==> src/hdl/xsfu_pkg.sv <==
// types, codes and helpers shared by the x86 shift and flags unit
`timescale 1ns / 1ps

package xsfu_pkg;

  typedef enum logic [2:0] {
    OP_SHL  = 3'd0,
    OP_SHR  = 3'd1,
    OP_SAR  = 3'd2,
    OP_SHLD = 3'd3,
    OP_SHRD = 3'd4
  } op_e;

  typedef enum logic [1:0] {
    SZ_8  = 2'd0,
    SZ_16 = 2'd1,
    SZ_32 = 2'd2,
    SZ_64 = 2'd3
  } size_e;

  typedef enum logic [1:0] {
    CF_ZERO  = 2'd0,
    CF_LEFT  = 2'd1,
    CF_RIGHT = 2'd2
  } cf_mode_e;

  typedef enum logic [1:0] {
    OF_ZERO = 2'd0,
    OF_ONE  = 2'd1,
    OF_VMSB = 2'd2,
    OF_XOR  = 2'd3
  } of_mode_e;

  typedef struct packed {
    size_e    size;
    logic     flags_wr;
    logic     flags_clr;
    cf_mode_e cf_mode;
    of_mode_e of_mode;
    logic     sf_zero;
    logic     vmsb;
  } ctrl_t;

  typedef struct packed {
    logic wr;
    logic cf;
    logic pf;
    logic af;
    logic zf;
    logic sf;
    logic of;
  } flags_t;

  function automatic logic [63:0] size_mask(input size_e size);
    logic [63:0] m;
    unique case (size)
      SZ_8:    m = 64'h0000_0000_0000_00FF;
      SZ_16:   m = 64'h0000_0000_0000_FFFF;
      SZ_32:   m = 64'h0000_0000_FFFF_FFFF;
      default: m = 64'hFFFF_FFFF_FFFF_FFFF;
    endcase
    return m;
  endfunction

endpackage

==> src/hdl/x86_shift_flags_unit.sv <==
// top level of the x86 shift unit: four register stages, one beat per cycle
`timescale 1ns / 1ps

// takes one shift beat every cycle; busy_o stays low. each beat gives exactly one result,
// strobed on valid_o after passing the register stages in order: decode and funnel setup,
// byte-granular shift, bit-granular shift with carry pick, then flag logic and the
// output register. the receiver cannot stall, so results must be taken when strobed.
module x86_shift_flags_unit (
  input  logic        clk_i,
  input  logic        rst_ni,
  input  logic        start_i,
  output logic        busy_o,
  input  logic [2:0]  operation_i,
  input  logic [1:0]  size_code_i,
  input  logic [63:0] value_i,
  input  logic [63:0] fill_value_i,
  input  logic [7:0]  shift_count_i,
  output logic        valid_o,
  output logic [63:0] result_o,
  output logic        flags_written_o,
  output logic        carry_flag_o,
  output logic        parity_flag_o,
  output logic        aux_flag_o,
  output logic        zero_flag_o,
  output logic        sign_flag_o,
  output logic        overflow_flag_o
);

  logic             accept;
  logic [127:0]     funnel_d;
  logic [6:0]       amt_d;
  xsfu_pkg::ctrl_t  ctrl_d;

  logic             v1_q, v2_q, v3_q, v4_q;
  logic [127:0]     funnel_q;
  logic [6:0]       amt1_q;
  xsfu_pkg::ctrl_t  ctrl1_q;

  logic [72:0]      coarse_d, coarse_q;
  logic [2:0]       amt2_q;
  xsfu_pkg::ctrl_t  ctrl2_q;

  logic [72:0]      fine;
  logic [65:0]      z;
  logic [63:0]      res_d, res3_q;
  logic             cf_d, cf3_q;
  xsfu_pkg::ctrl_t  ctrl3_q;

  xsfu_pkg::flags_t flags_d, flags_q;
  logic [63:0]      result_q;

  assign busy_o = 1'b0;
  assign accept = start_i && !busy_o;

  xsfu_decode u_decode (
    .operation_i  (operation_i),
    .size_code_i  (size_code_i),
    .value_i      (value_i),
    .fill_value_i (fill_value_i),
    .shift_count_i(shift_count_i),
    .funnel_o     (funnel_d),
    .amt_o        (amt_d),
    .ctrl_o       (ctrl_d)
  );

  // byte step, with a guard bit below for the right-shift carry
  assign coarse_d = 73'({funnel_q, 1'b0} >> {amt1_q[6:3], 3'b000});

  // bit step
  assign fine  = coarse_q >> amt2_q;
  assign z     = fine[65:0];
  assign res_d = z[64:1] & xsfu_pkg::size_mask(ctrl2_q.size);

  always_comb begin
    unique case (ctrl2_q.cf_mode)
      xsfu_pkg::CF_RIGHT: cf_d = z[0];
      xsfu_pkg::CF_LEFT: begin
        unique case (ctrl2_q.size)
          xsfu_pkg::SZ_8:  cf_d = z[9];
          xsfu_pkg::SZ_16: cf_d = z[17];
          xsfu_pkg::SZ_32: cf_d = z[33];
          default:         cf_d = z[65];
        endcase
      end
      default: cf_d = 1'b0;
    endcase
  end

  xsfu_flags u_flags (
    .result_i(res3_q),
    .carry_i (cf3_q),
    .ctrl_i  (ctrl3_q),
    .flags_o (flags_d)
  );

  always_ff @(posedge clk_i or negedge rst_ni) begin
    if (!rst_ni) begin
      v1_q <= 1'b0;
      v2_q <= 1'b0;
      v3_q <= 1'b0;
      v4_q <= 1'b0;
    end else begin
      v1_q <= accept;
      v2_q <= v1_q;
      v3_q <= v2_q;
      v4_q <= v3_q;
    end
  end

  always_ff @(posedge clk_i) begin
    if (accept) begin
      funnel_q <= funnel_d;
      amt1_q   <= amt_d;
      ctrl1_q  <= ctrl_d;
    end
    if (v1_q) begin
      coarse_q <= coarse_d;
      amt2_q   <= amt1_q[2:0];
      ctrl2_q  <= ctrl1_q;
    end
    if (v2_q) begin
      res3_q  <= res_d;
      cf3_q   <= cf_d;
      ctrl3_q <= ctrl2_q;
    end
    if (v3_q) begin
      result_q <= res3_q;
      flags_q  <= flags_d;
    end
  end

  assign valid_o         = v4_q;
  assign result_o        = result_q;
  assign flags_written_o = flags_q.wr;
  assign carry_flag_o    = flags_q.cf;
  assign parity_flag_o   = flags_q.pf;
  assign aux_flag_o      = flags_q.af;
  assign zero_flag_o     = flags_q.zf;
  assign sign_flag_o     = flags_q.sf;
  assign overflow_flag_o = flags_q.of;

  a_latency: assert property (@(posedge clk_i) disable iff (!rst_ni)
    accept |-> ##4 valid_o)
    else $error("accepted beat did not produce a result after four cycles");

  a_no_spurious: assert property (@(posedge clk_i) disable iff (!rst_ni)
    valid_o |-> $past(accept, 4))
    else $error("result strobe without a matching accepted beat");

  a_zero_consistent: assert property (@(posedge clk_i) disable iff (!rst_ni)
    (valid_o && zero_flag_o) |-> (!sign_flag_o && parity_flag_o && flags_written_o))
    else $error("zero flag inconsistent with sign or parity flag");

  a_clear_no_flags: assert property (@(posedge clk_i) disable iff (!rst_ni)
    (valid_o && !flags_written_o) |->
      !(carry_flag_o || parity_flag_o || zero_flag_o || sign_flag_o || overflow_flag_o))
    else $error("flags set on a beat that writes no flags");

endmodule

==> src/hdl/xsfu_decode.sv <==
// operand masking, count decode and funnel setup for the shift unit
`timescale 1ns / 1ps

module xsfu_decode (
  input  logic [2:0]     operation_i,
  input  logic [1:0]     size_code_i,
  input  logic [63:0]    value_i,
  input  logic [63:0]    fill_value_i,
  input  logic [7:0]     shift_count_i,
  output logic [127:0]   funnel_o,
  output logic [6:0]     amt_o,
  output xsfu_pkg::ctrl_t ctrl_o
);

  xsfu_pkg::size_e size;
  logic [63:0]     mask;
  logic [6:0]      width;
  logic [6:0]      cnt;
  logic [63:0]     v;
  logic [63:0]     f;
  logic [63:0]     sign_fill;
  logic            vmsb;
  logic [63:0]     hi;
  logic [63:0]     lo;

  assign size = xsfu_pkg::size_e'(size_code_i);
  assign mask = xsfu_pkg::size_mask(size);
  assign v    = value_i & mask;
  assign f    = fill_value_i & mask;

  always_comb begin
    unique case (size)
      xsfu_pkg::SZ_8: begin
        width = 7'd8;
        cnt   = {2'b00, shift_count_i[4:0]};
        vmsb  = value_i[7];
      end
      xsfu_pkg::SZ_16: begin
        width = 7'd16;
        cnt   = {2'b00, shift_count_i[4:0]};
        vmsb  = value_i[15];
      end
      xsfu_pkg::SZ_32: begin
        width = 7'd32;
        cnt   = {2'b00, shift_count_i[4:0]};
        vmsb  = value_i[31];
      end
      default: begin
        width = 7'd64;
        cnt   = {1'b0, shift_count_i[5:0]};
        vmsb  = value_i[63];
      end
    endcase
  end

  assign sign_fill = vmsb ? mask : 64'd0;

  always_comb begin
    hi                = 64'd0;
    lo                = v;
    amt_o             = 7'd0;
    ctrl_o.size       = size;
    ctrl_o.flags_wr   = 1'b0;
    ctrl_o.flags_clr  = 1'b1;
    ctrl_o.cf_mode    = xsfu_pkg::CF_ZERO;
    ctrl_o.of_mode    = xsfu_pkg::OF_ZERO;
    ctrl_o.sf_zero    = 1'b0;
    ctrl_o.vmsb       = vmsb;
    if (cnt != 7'd0) begin
      unique case (xsfu_pkg::op_e'(operation_i))
        xsfu_pkg::OP_SHL: begin
          ctrl_o.flags_wr  = 1'b1;
          ctrl_o.flags_clr = 1'b0;
          if (cnt >= width) begin
            lo             = 64'd0;
            ctrl_o.of_mode = xsfu_pkg::OF_ONE;
          end else begin
            hi             = v;
            lo             = 64'd0;
            amt_o          = width - cnt;
            ctrl_o.cf_mode = xsfu_pkg::CF_LEFT;
            ctrl_o.of_mode = (cnt == 7'd1) ? xsfu_pkg::OF_XOR : xsfu_pkg::OF_ZERO;
          end
        end
        xsfu_pkg::OP_SHR: begin
          ctrl_o.flags_wr  = 1'b1;
          ctrl_o.flags_clr = 1'b0;
          ctrl_o.sf_zero   = 1'b1;
          if (cnt >= width) begin
            lo = 64'd0;
          end else begin
            amt_o          = cnt;
            ctrl_o.cf_mode = xsfu_pkg::CF_RIGHT;
            ctrl_o.of_mode = (cnt == 7'd1) ? xsfu_pkg::OF_VMSB : xsfu_pkg::OF_ZERO;
          end
        end
        xsfu_pkg::OP_SAR: begin
          ctrl_o.flags_wr  = 1'b1;
          ctrl_o.flags_clr = 1'b0;
          if (cnt >= width) begin
            lo = sign_fill;
          end else begin
            hi             = sign_fill;
            amt_o          = cnt;
            ctrl_o.cf_mode = xsfu_pkg::CF_RIGHT;
          end
        end
        xsfu_pkg::OP_SHLD: begin
          ctrl_o.flags_wr = 1'b1;
          if (cnt <= width) begin
            ctrl_o.flags_clr = 1'b0;
            hi               = v;
            lo               = f;
            amt_o            = width - cnt;
            ctrl_o.cf_mode   = xsfu_pkg::CF_LEFT;
            ctrl_o.of_mode   = xsfu_pkg::OF_XOR;
          end
        end
        xsfu_pkg::OP_SHRD: begin
          ctrl_o.flags_wr = 1'b1;
          if (cnt <= width) begin
            ctrl_o.flags_clr = 1'b0;
            hi               = f;
            amt_o            = cnt;
            ctrl_o.cf_mode   = xsfu_pkg::CF_RIGHT;
            ctrl_o.of_mode   = xsfu_pkg::OF_XOR;
          end
        end
        default: begin
          hi = 64'd0;
        end
      endcase
    end
  end

  assign funnel_o = {64'd0, lo} | ({64'd0, hi} << width);

endmodule

==> src/hdl/xsfu_flags.sv <==
// status flag generation from the shifted result
`timescale 1ns / 1ps

module xsfu_flags (
  input  logic [63:0]      result_i,
  input  logic             carry_i,
  input  xsfu_pkg::ctrl_t  ctrl_i,
  output xsfu_pkg::flags_t flags_o
);

  logic res_msb;
  logic of_raw;

  always_comb begin
    unique case (ctrl_i.size)
      xsfu_pkg::SZ_8:  res_msb = result_i[7];
      xsfu_pkg::SZ_16: res_msb = result_i[15];
      xsfu_pkg::SZ_32: res_msb = result_i[31];
      default:         res_msb = result_i[63];
    endcase
  end

  always_comb begin
    unique case (ctrl_i.of_mode)
      xsfu_pkg::OF_ONE:  of_raw = 1'b1;
      xsfu_pkg::OF_VMSB: of_raw = ctrl_i.vmsb;
      xsfu_pkg::OF_XOR:  of_raw = ctrl_i.vmsb ^ res_msb;
      default:           of_raw = 1'b0;
    endcase
  end

  always_comb begin
    flags_o.wr = ctrl_i.flags_wr;
    flags_o.af = 1'b0;
    if (ctrl_i.flags_clr) begin
      flags_o.cf = 1'b0;
      flags_o.pf = 1'b0;
      flags_o.zf = 1'b0;
      flags_o.sf = 1'b0;
      flags_o.of = 1'b0;
    end else begin
      flags_o.cf = carry_i;
      flags_o.pf = ~^result_i[7:0];
      flags_o.zf = (result_i == 64'd0);
      flags_o.sf = ctrl_i.sf_zero ? 1'b0 : res_msb;
      flags_o.of = of_raw;
    end
  end

endmodule
==> config.mk <==
export PLATFORM = sky130hd
export DESIGN_NAME = x86_shift_flags_unit
export DESIGN_NICKNAME = d
export VERILOG_FILES = /design/src/hdl/xsfu_pkg.sv /design/src/hdl/x86_shift_flags_unit.sv /design/src/hdl/xsfu_decode.sv /design/src/hdl/xsfu_flags.sv
export SDC_FILE = /design/constraint.sdc
export NUM_CORES = 1
export LEC_CHECK = 0
export BUFFER_PORTS_ARGS = -buffer_cell sky130_fd_sc_hd__buf_2
export CAP_MARGIN = 20
export CORE_AREA = 10 10 207 209
export DETAILED_ROUTE_END_ITERATION = 16
export DIE_AREA = 0 0 217 219
export GPL_ROUTABILITY_DRIVEN = 0
export PLACE_DENSITY = 0.76
export SLEW_MARGIN = 20
export SYNTH_ARGS = -nofsm -noshare
export SYNTH_HDL_FRONTEND = slang
export SYNTH_SLANG_ARGS = --single-unit
==> constraint.sdc <==
create_clock -name clk_i -period 3 [get_ports clk_i]
set_clock_uncertainty 0.05 [all_clocks]
set_input_delay 0.75 -clock clk_i [delete_from_list [all_inputs] [get_ports clk_i]]
set_output_delay 0.75 -clock clk_i [all_outputs]
set_load 0.01 [all_outputs]
Word level (Yosys, flattened, before mapping)
Cells that the tools add are included.

word-level totals
  register bits = 378
  latch bits = 0
  RAM bits = 0
  ROM bits = 0
  input port bits = 144
  word-level logic and storage cells = 110
  memories = 0

operators by class
  add/subtract/negate cells = 1
  multipliers = 0
  divide/modulo/power cells = 0
  magnitude comparators = 2
  equality and inequality tests = 16
  shift operators = 3
  multiplexer cells = 36
  bitwise operators = 5
  reduce and logical (&&, ||, !) cells = 10

operators by type and width
  cell                  count
  $mux W64              9
  $pmux W64 S4          2
  $pmux W64 S3          2
  $and A64 B64 Y64      3
  $shr A129 B7 Y73      1
  $or A64 B128 Y128     1
  $shl A64 B7 Y128      1
  $shr A73 B3 Y66       1
  $logic_not A64 Y1     1
  $pmux W7 S4           1
  $pmux W7 S3           1
  $pmux W4 S5           1
  $mux W6               3
  $mux W7               2
  $eq A2 B2 Y1 const B  6
  $pmux W1 S3           4
  $eq A2 B1 Y1 const B  5
  $mux W5               2
  $mux W2               4
  $pmux W2 S4           1
  $reduce_xnor A8 Y1    1
  $ge A6 B7 Y1          1
  $le A6 B7 Y1          1
  $reduce_bool A7 Y1    1
  13 further kinds      18

Longest topological paths before layout
  depth after elaboration = 9
  mapped depth = 15
  depth with buffers taken out = 10

Hierarchy
From an unflattened synthesis, not the netlist that was laid out.

unflattened totals
  cells, all modules = 1838
  area, all modules = 21954.8 µm²

modules (own cells, without submodules)
  module                times used  cells an instance  area an instance (µm²)  seq. area each (µm²)
  x86_shift_flags_unit  1           1285               18316.3                 11421.0
  xsfu_decode           1           505                3296.9                  0.0
  xsfu_flags            1           48                 341.6                   0.0

Worst setup path after synthesis
No wires, ideal clock.

  path type = input -> register
  start point = input size_code_i[0]
  end point = register funnel_q[24], data pin
  setup time = 0.268 ns
  arrival = 3.777 ns
  required time = 2.682 ns
  setup slack = -1.095 ns
  stages on the path = 15
  buffers on the path = 5
  path through = buf_2 > inv_1 > clkbuf_1 > nand2_1 > inv_1 > clkbuf_1 > ha_1 > and3b_4 > o41ai_4 > a21oi_1 > or2_1 > buf_6 > buf_6 > a221oi_1 > o21ai_0

on the way
  cells in the longest elaborated chain, start to end = 9
  elaborated cells on any way between the ends = 26
  classes of those cells = order compare: 2; eq/ne: 2; shift: 1; mux: 15; bitwise: 3; reduce/logical: 3

RTL lines
  what                                          line                               RTL
  from (decl)                                   x86_shift_flags_unit.sv:14         input logic [1:0] size_code_i,
  $eq A2 B1 Y1, or another cell as far along    xsfu_pkg.sv:56, xsfu_decode.sv:32
  $reduce_or A3 Y1 (no source line)             -
  $mux W6                                       xsfu_decode.sv:32                  unique case (size)
  $le A6 B7 Y1 or $ge A6 B7 Y1 (tied branches)  -
  $mux W64 (on tied branches)                   -
  $pmux W64 S4                                  xsfu_decode.sv:70                  unique case (xsfu_pkg::op_e'(operation_i))
  $mux W64                                      xsfu_decode.sv:69                  if (cnt != 7'd0) begin
  $shl A64 B7 Y128                              xsfu_decode.sv:136                 assign funnel_o = {64'd0, lo} | ({64'd0, hi} << width);
  $or A64 B128 Y128 (*)                         xsfu_decode.sv:136
  named net funnel_d[24]                        x86_shift_flags_unit.sv:30         logic [127:0] funnel_d;
  to (signal assigned)                          x86_shift_flags_unit.sv:112        funnel_q <= funnel_d;
  to (decl)                                     x86_shift_flags_unit.sv:35         logic [127:0] funnel_q;

The timed path passes the listed nets; every way through them passes the cells marked *.
A chain may end at the register's enable or synchronous reset.

Worst setup path in the final report
  start point = input size_code_i[1]
  end point = register ctrl1_q[3] (netlist name), data pin

on the way
  cells in the longest elaborated chain, start to end = 7
  elaborated cells on any way between the ends = 17
  classes of those cells = order compare: 2; eq/ne: 3; mux: 9; reduce/logical: 3

RTL lines
  what                                                  line                         RTL
  branches (longest 7 deep; another with $le A6 B7 Y1)  -
  to (signal assigned)                                  x86_shift_flags_unit.sv:114  ctrl1_q <= ctrl_d;
  to (decl)                                             x86_shift_flags_unit.sv:37   xsfu_pkg::ctrl_t ctrl1_q;

Several ways; the timed one is not identified.

==> run metrics <==
WP data required=3.35 ns; # IOs=217; CP Class=primary input to flip-flop; largest net degree at the start of global routing=88; worst min path class=flip-flop to flip-flop; Sw Share=28.24%; CP startpoint=size_code_i[1]; share of post-route cells with drive strength above 1=27.26%; Reg2Reg Depth=6; Pleak=9.616 nW; delay-heaviest family, CP=simple AND/OR/NAND/NOR gates; drt initial violations=2,538; worst r2r src=amt2_q[1]; # Post-CTS Setup Buffers=0; design area=0.02521 mm^2; clock period minus worst slack=2.860 ns; Netlist cell types=72; f_max=349.7 MHz; Avg Synthesized Cell Area=11.50 um^2; Sink Count=378; worst-path maximum fanout=5; Layout area overhead=17.78%; post-synthesis sequential area ratio=52.94%; vias in the first global route=16,120; final slew viol count=0; asr flop ratio synth=1.058%; period utilization=95.32%; Worst-Margin Slew=0.9412 ns; nets@finish=2,277; Vias=17,200; Pint=10.29 mW; wire per inst=23.69 um; top cells by area, synth=edfxtp_1, mux2i_1, mux4_2; Final Hold Viols=0; worst slew margin relative to its limit=37.10%; number of flops mapped to enable cells by yosys=374; CP Data Arrival Time=3.21 ns; CP Capture Type=flip-flop; P_sw=4.050 mW; Core ar.=0.03856 mm^2; Congestion Overflow GR=0; Post-Route WL=63,190 um; CTS max path bufs=3; Clk pwr share=30.7%; outcome=finished, final reports clean; crit-path most repeated cell=buf_4; Mapped Area=0.02140 mm^2; IO buf count=212; total CTS buffers=37; Placed Area=0.02403 mm^2; CP Capture Point=ctrl1_q[3]; Initial Util=55.51%; Final setup viols=0; hpwl dp=49,200 um; end of the worst register-to-register path=cf3_q; n_diodes=0; drt pass-1 iters=8; cell taking the most area after synthesis=edfxtp_1; Mapped Cells=1,861; ys flop type=edfxtp_1; pwr/cell area=569.0 mW/mm^2; Yosys top cell area share=52.47%; Vias/cell=6.448; H-tree level count=2; CTS Root Buffer Type=clkbuf_16; Max Cap Viol=0; Sequential Power Share=47.2%; die width=217 um; Crit path depth=14; Synthesis Warnings=0; Final ANT Viol Nets=0; CTS tree=done; Worst path max stage delay=0.49 ns; DIE AREA=0.04752 mm^2; crit-path cells=buf_2 -> inv_2 -> nand2_4 -> inv_2 -> ha_4 -> or4b_4 -> buf_4 -> a41oi_2 -> nor2_1 -> buf_4 -> nor2_1 -> a21oi_1 -> a2111oi_2 -> buf_4; Crit-path slowest cell=or4b_4; Clk Latency, worst-skew pair=0.53 ns; RSZ-0062 raised after global routing=no; initial antenna violation count=1; Die Y=219 um; Reg2Reg Setup Slack=0.35 ns; CP bufs+invs=6; Comb power frac=22.0%; first-pass GRT wire length=95,070 um; crit start category=primary input; Seq cells post-synth=378; Reg clk slew, reported paths=0.06 ns; Post-synth top cells=edfxtp_1, nand2_1, nor2_1, mux2i_1, a21oi_1; most common cell in the synthesized netlist=edfxtp_1; DRC viols=0; post-route core utilization=65.38%; row count=72; Tot GR Track Use=25.64%; hold_sp=ctrl1_q[4]; peak supply drop=0.3791 mV
[registers in the layout, indices dropped and copies added, names as in the netlist, 3 cells and up]
register	count
coarse_q	73
amt1_q	7
res3_q	64
ctrl2_q	10
ctrl3_q	8
funnel_q	128
result_o	64
ctrl1_q	10
amt2_q	3
[cells by family after synthesis]
kind of cell	Yosys count	synth area share, %
adder cells (fa/ha/maj)	10	0.5729
multiplexers	257	15.76
flip-flops	378	52.94
AND/OR/NAND/NOR	513	10.83
XOR/XNOR	6	0.2455
buffers and inverters	174	3.455
other	1	0.01752
AO/OA/AOI/OAI	522	16.18
[cells in the final DEF (no fill, tap or decap), types with 14 or more instances in the layout]
cell         n
a211oi_1    43
a21oi_1    131
a221o_1     20
a221oi_1    42
a22oi_1     43
and2_1      19
buf_12      17
buf_2      211
buf_4      143
clkbuf_16   39
edfxtp_1   374
inv_1       20
mux2_2      60
mux2i_1    139
mux4_2      58
nand2_1    205
nand3_1     15
nor2_1     158
nor2b_1     33
nor3_1      17
nor4_1      14
o21ai_0    115
o21ai_1     16
o22ai_1     22
[power groups by stage]
stage          logic [mW]  clock network, mW  registers (mW)
6_report             3.16               4.41            6.77
5_1_grt              3.38               4.67            6.81
4_1_cts              3.09               4.48            6.77
3_5_place_dp         3.07                  0            6.87
3_3_place_gp         3.01                  0            6.84
2_1_floorplan        2.02                  0            6.74
[metrics by stage]
stage	TNS [ns]	hold WS (ns)	std cells	total power, mW	setup WS, ns
after global routing	0	0.3653	2668	14.86	0.05644
after CTS	0	0.3603	2667	14.33	0.1009
after floorplan	-28.12	0.3503	1862	8.762	-0.4118
after detailed placement	-17.17	0.3554	2601	9.941	-0.6402
after global placement	-12.41	0.3536	2601	9.851	-0.6083
final	0	0.3624	2668	14.34	0.1403
[layer usage]
metal	vias to the layer above	global-route usage (%)	part of all wire (%)	wire [um]
met5	-	0	0.021	13
met4	2	11.61	4.8	3033
met3	186	4.512	10	6396
met2	1177	41.07	46	28940
met1	8096	33.69	39	24800
li1	7741	-	-	-
[worst min-delay path by stage]
stage	slack [ns]	cells past startpoint	end
finish	0.36	0	ctrl2_q[4]
global route	0.37	0	ctrl2_q[4]
floorplan	0.35	0	amt2_q[0]
global placement	0.35	0	ctrl2_q[1]
detailed placement	0.36	0	ctrl2_q[6]
CTS	0.36	0	ctrl2_q[4]
[area by class of cell]
cell class / count / area, um^2
Clock inverter: 20 / 148.9
Multi-Input combinational cell: 1310 / 9495
Clock buffer: 45 / 998.5
Fill cell: 2986 / 13350
Inverter: 24 / 90.09
Sequential cell: 378 / 11340
Tap cell: 518 / 648.1
Timing Repair Buffer: 373 / 2491
[what timing repair did]
| action | in CTS | in global routing |
|---|---|---|
| gates cloned | 0 | 0 |
| gates resized for setup | 2 | 1 |
| hold endpoints to repair | 4 | 0 |
| setup endpoints to repair | 1 | 1 |
| hold buffers | 1 | 0 |
Power figures use the tool's default switching activity.
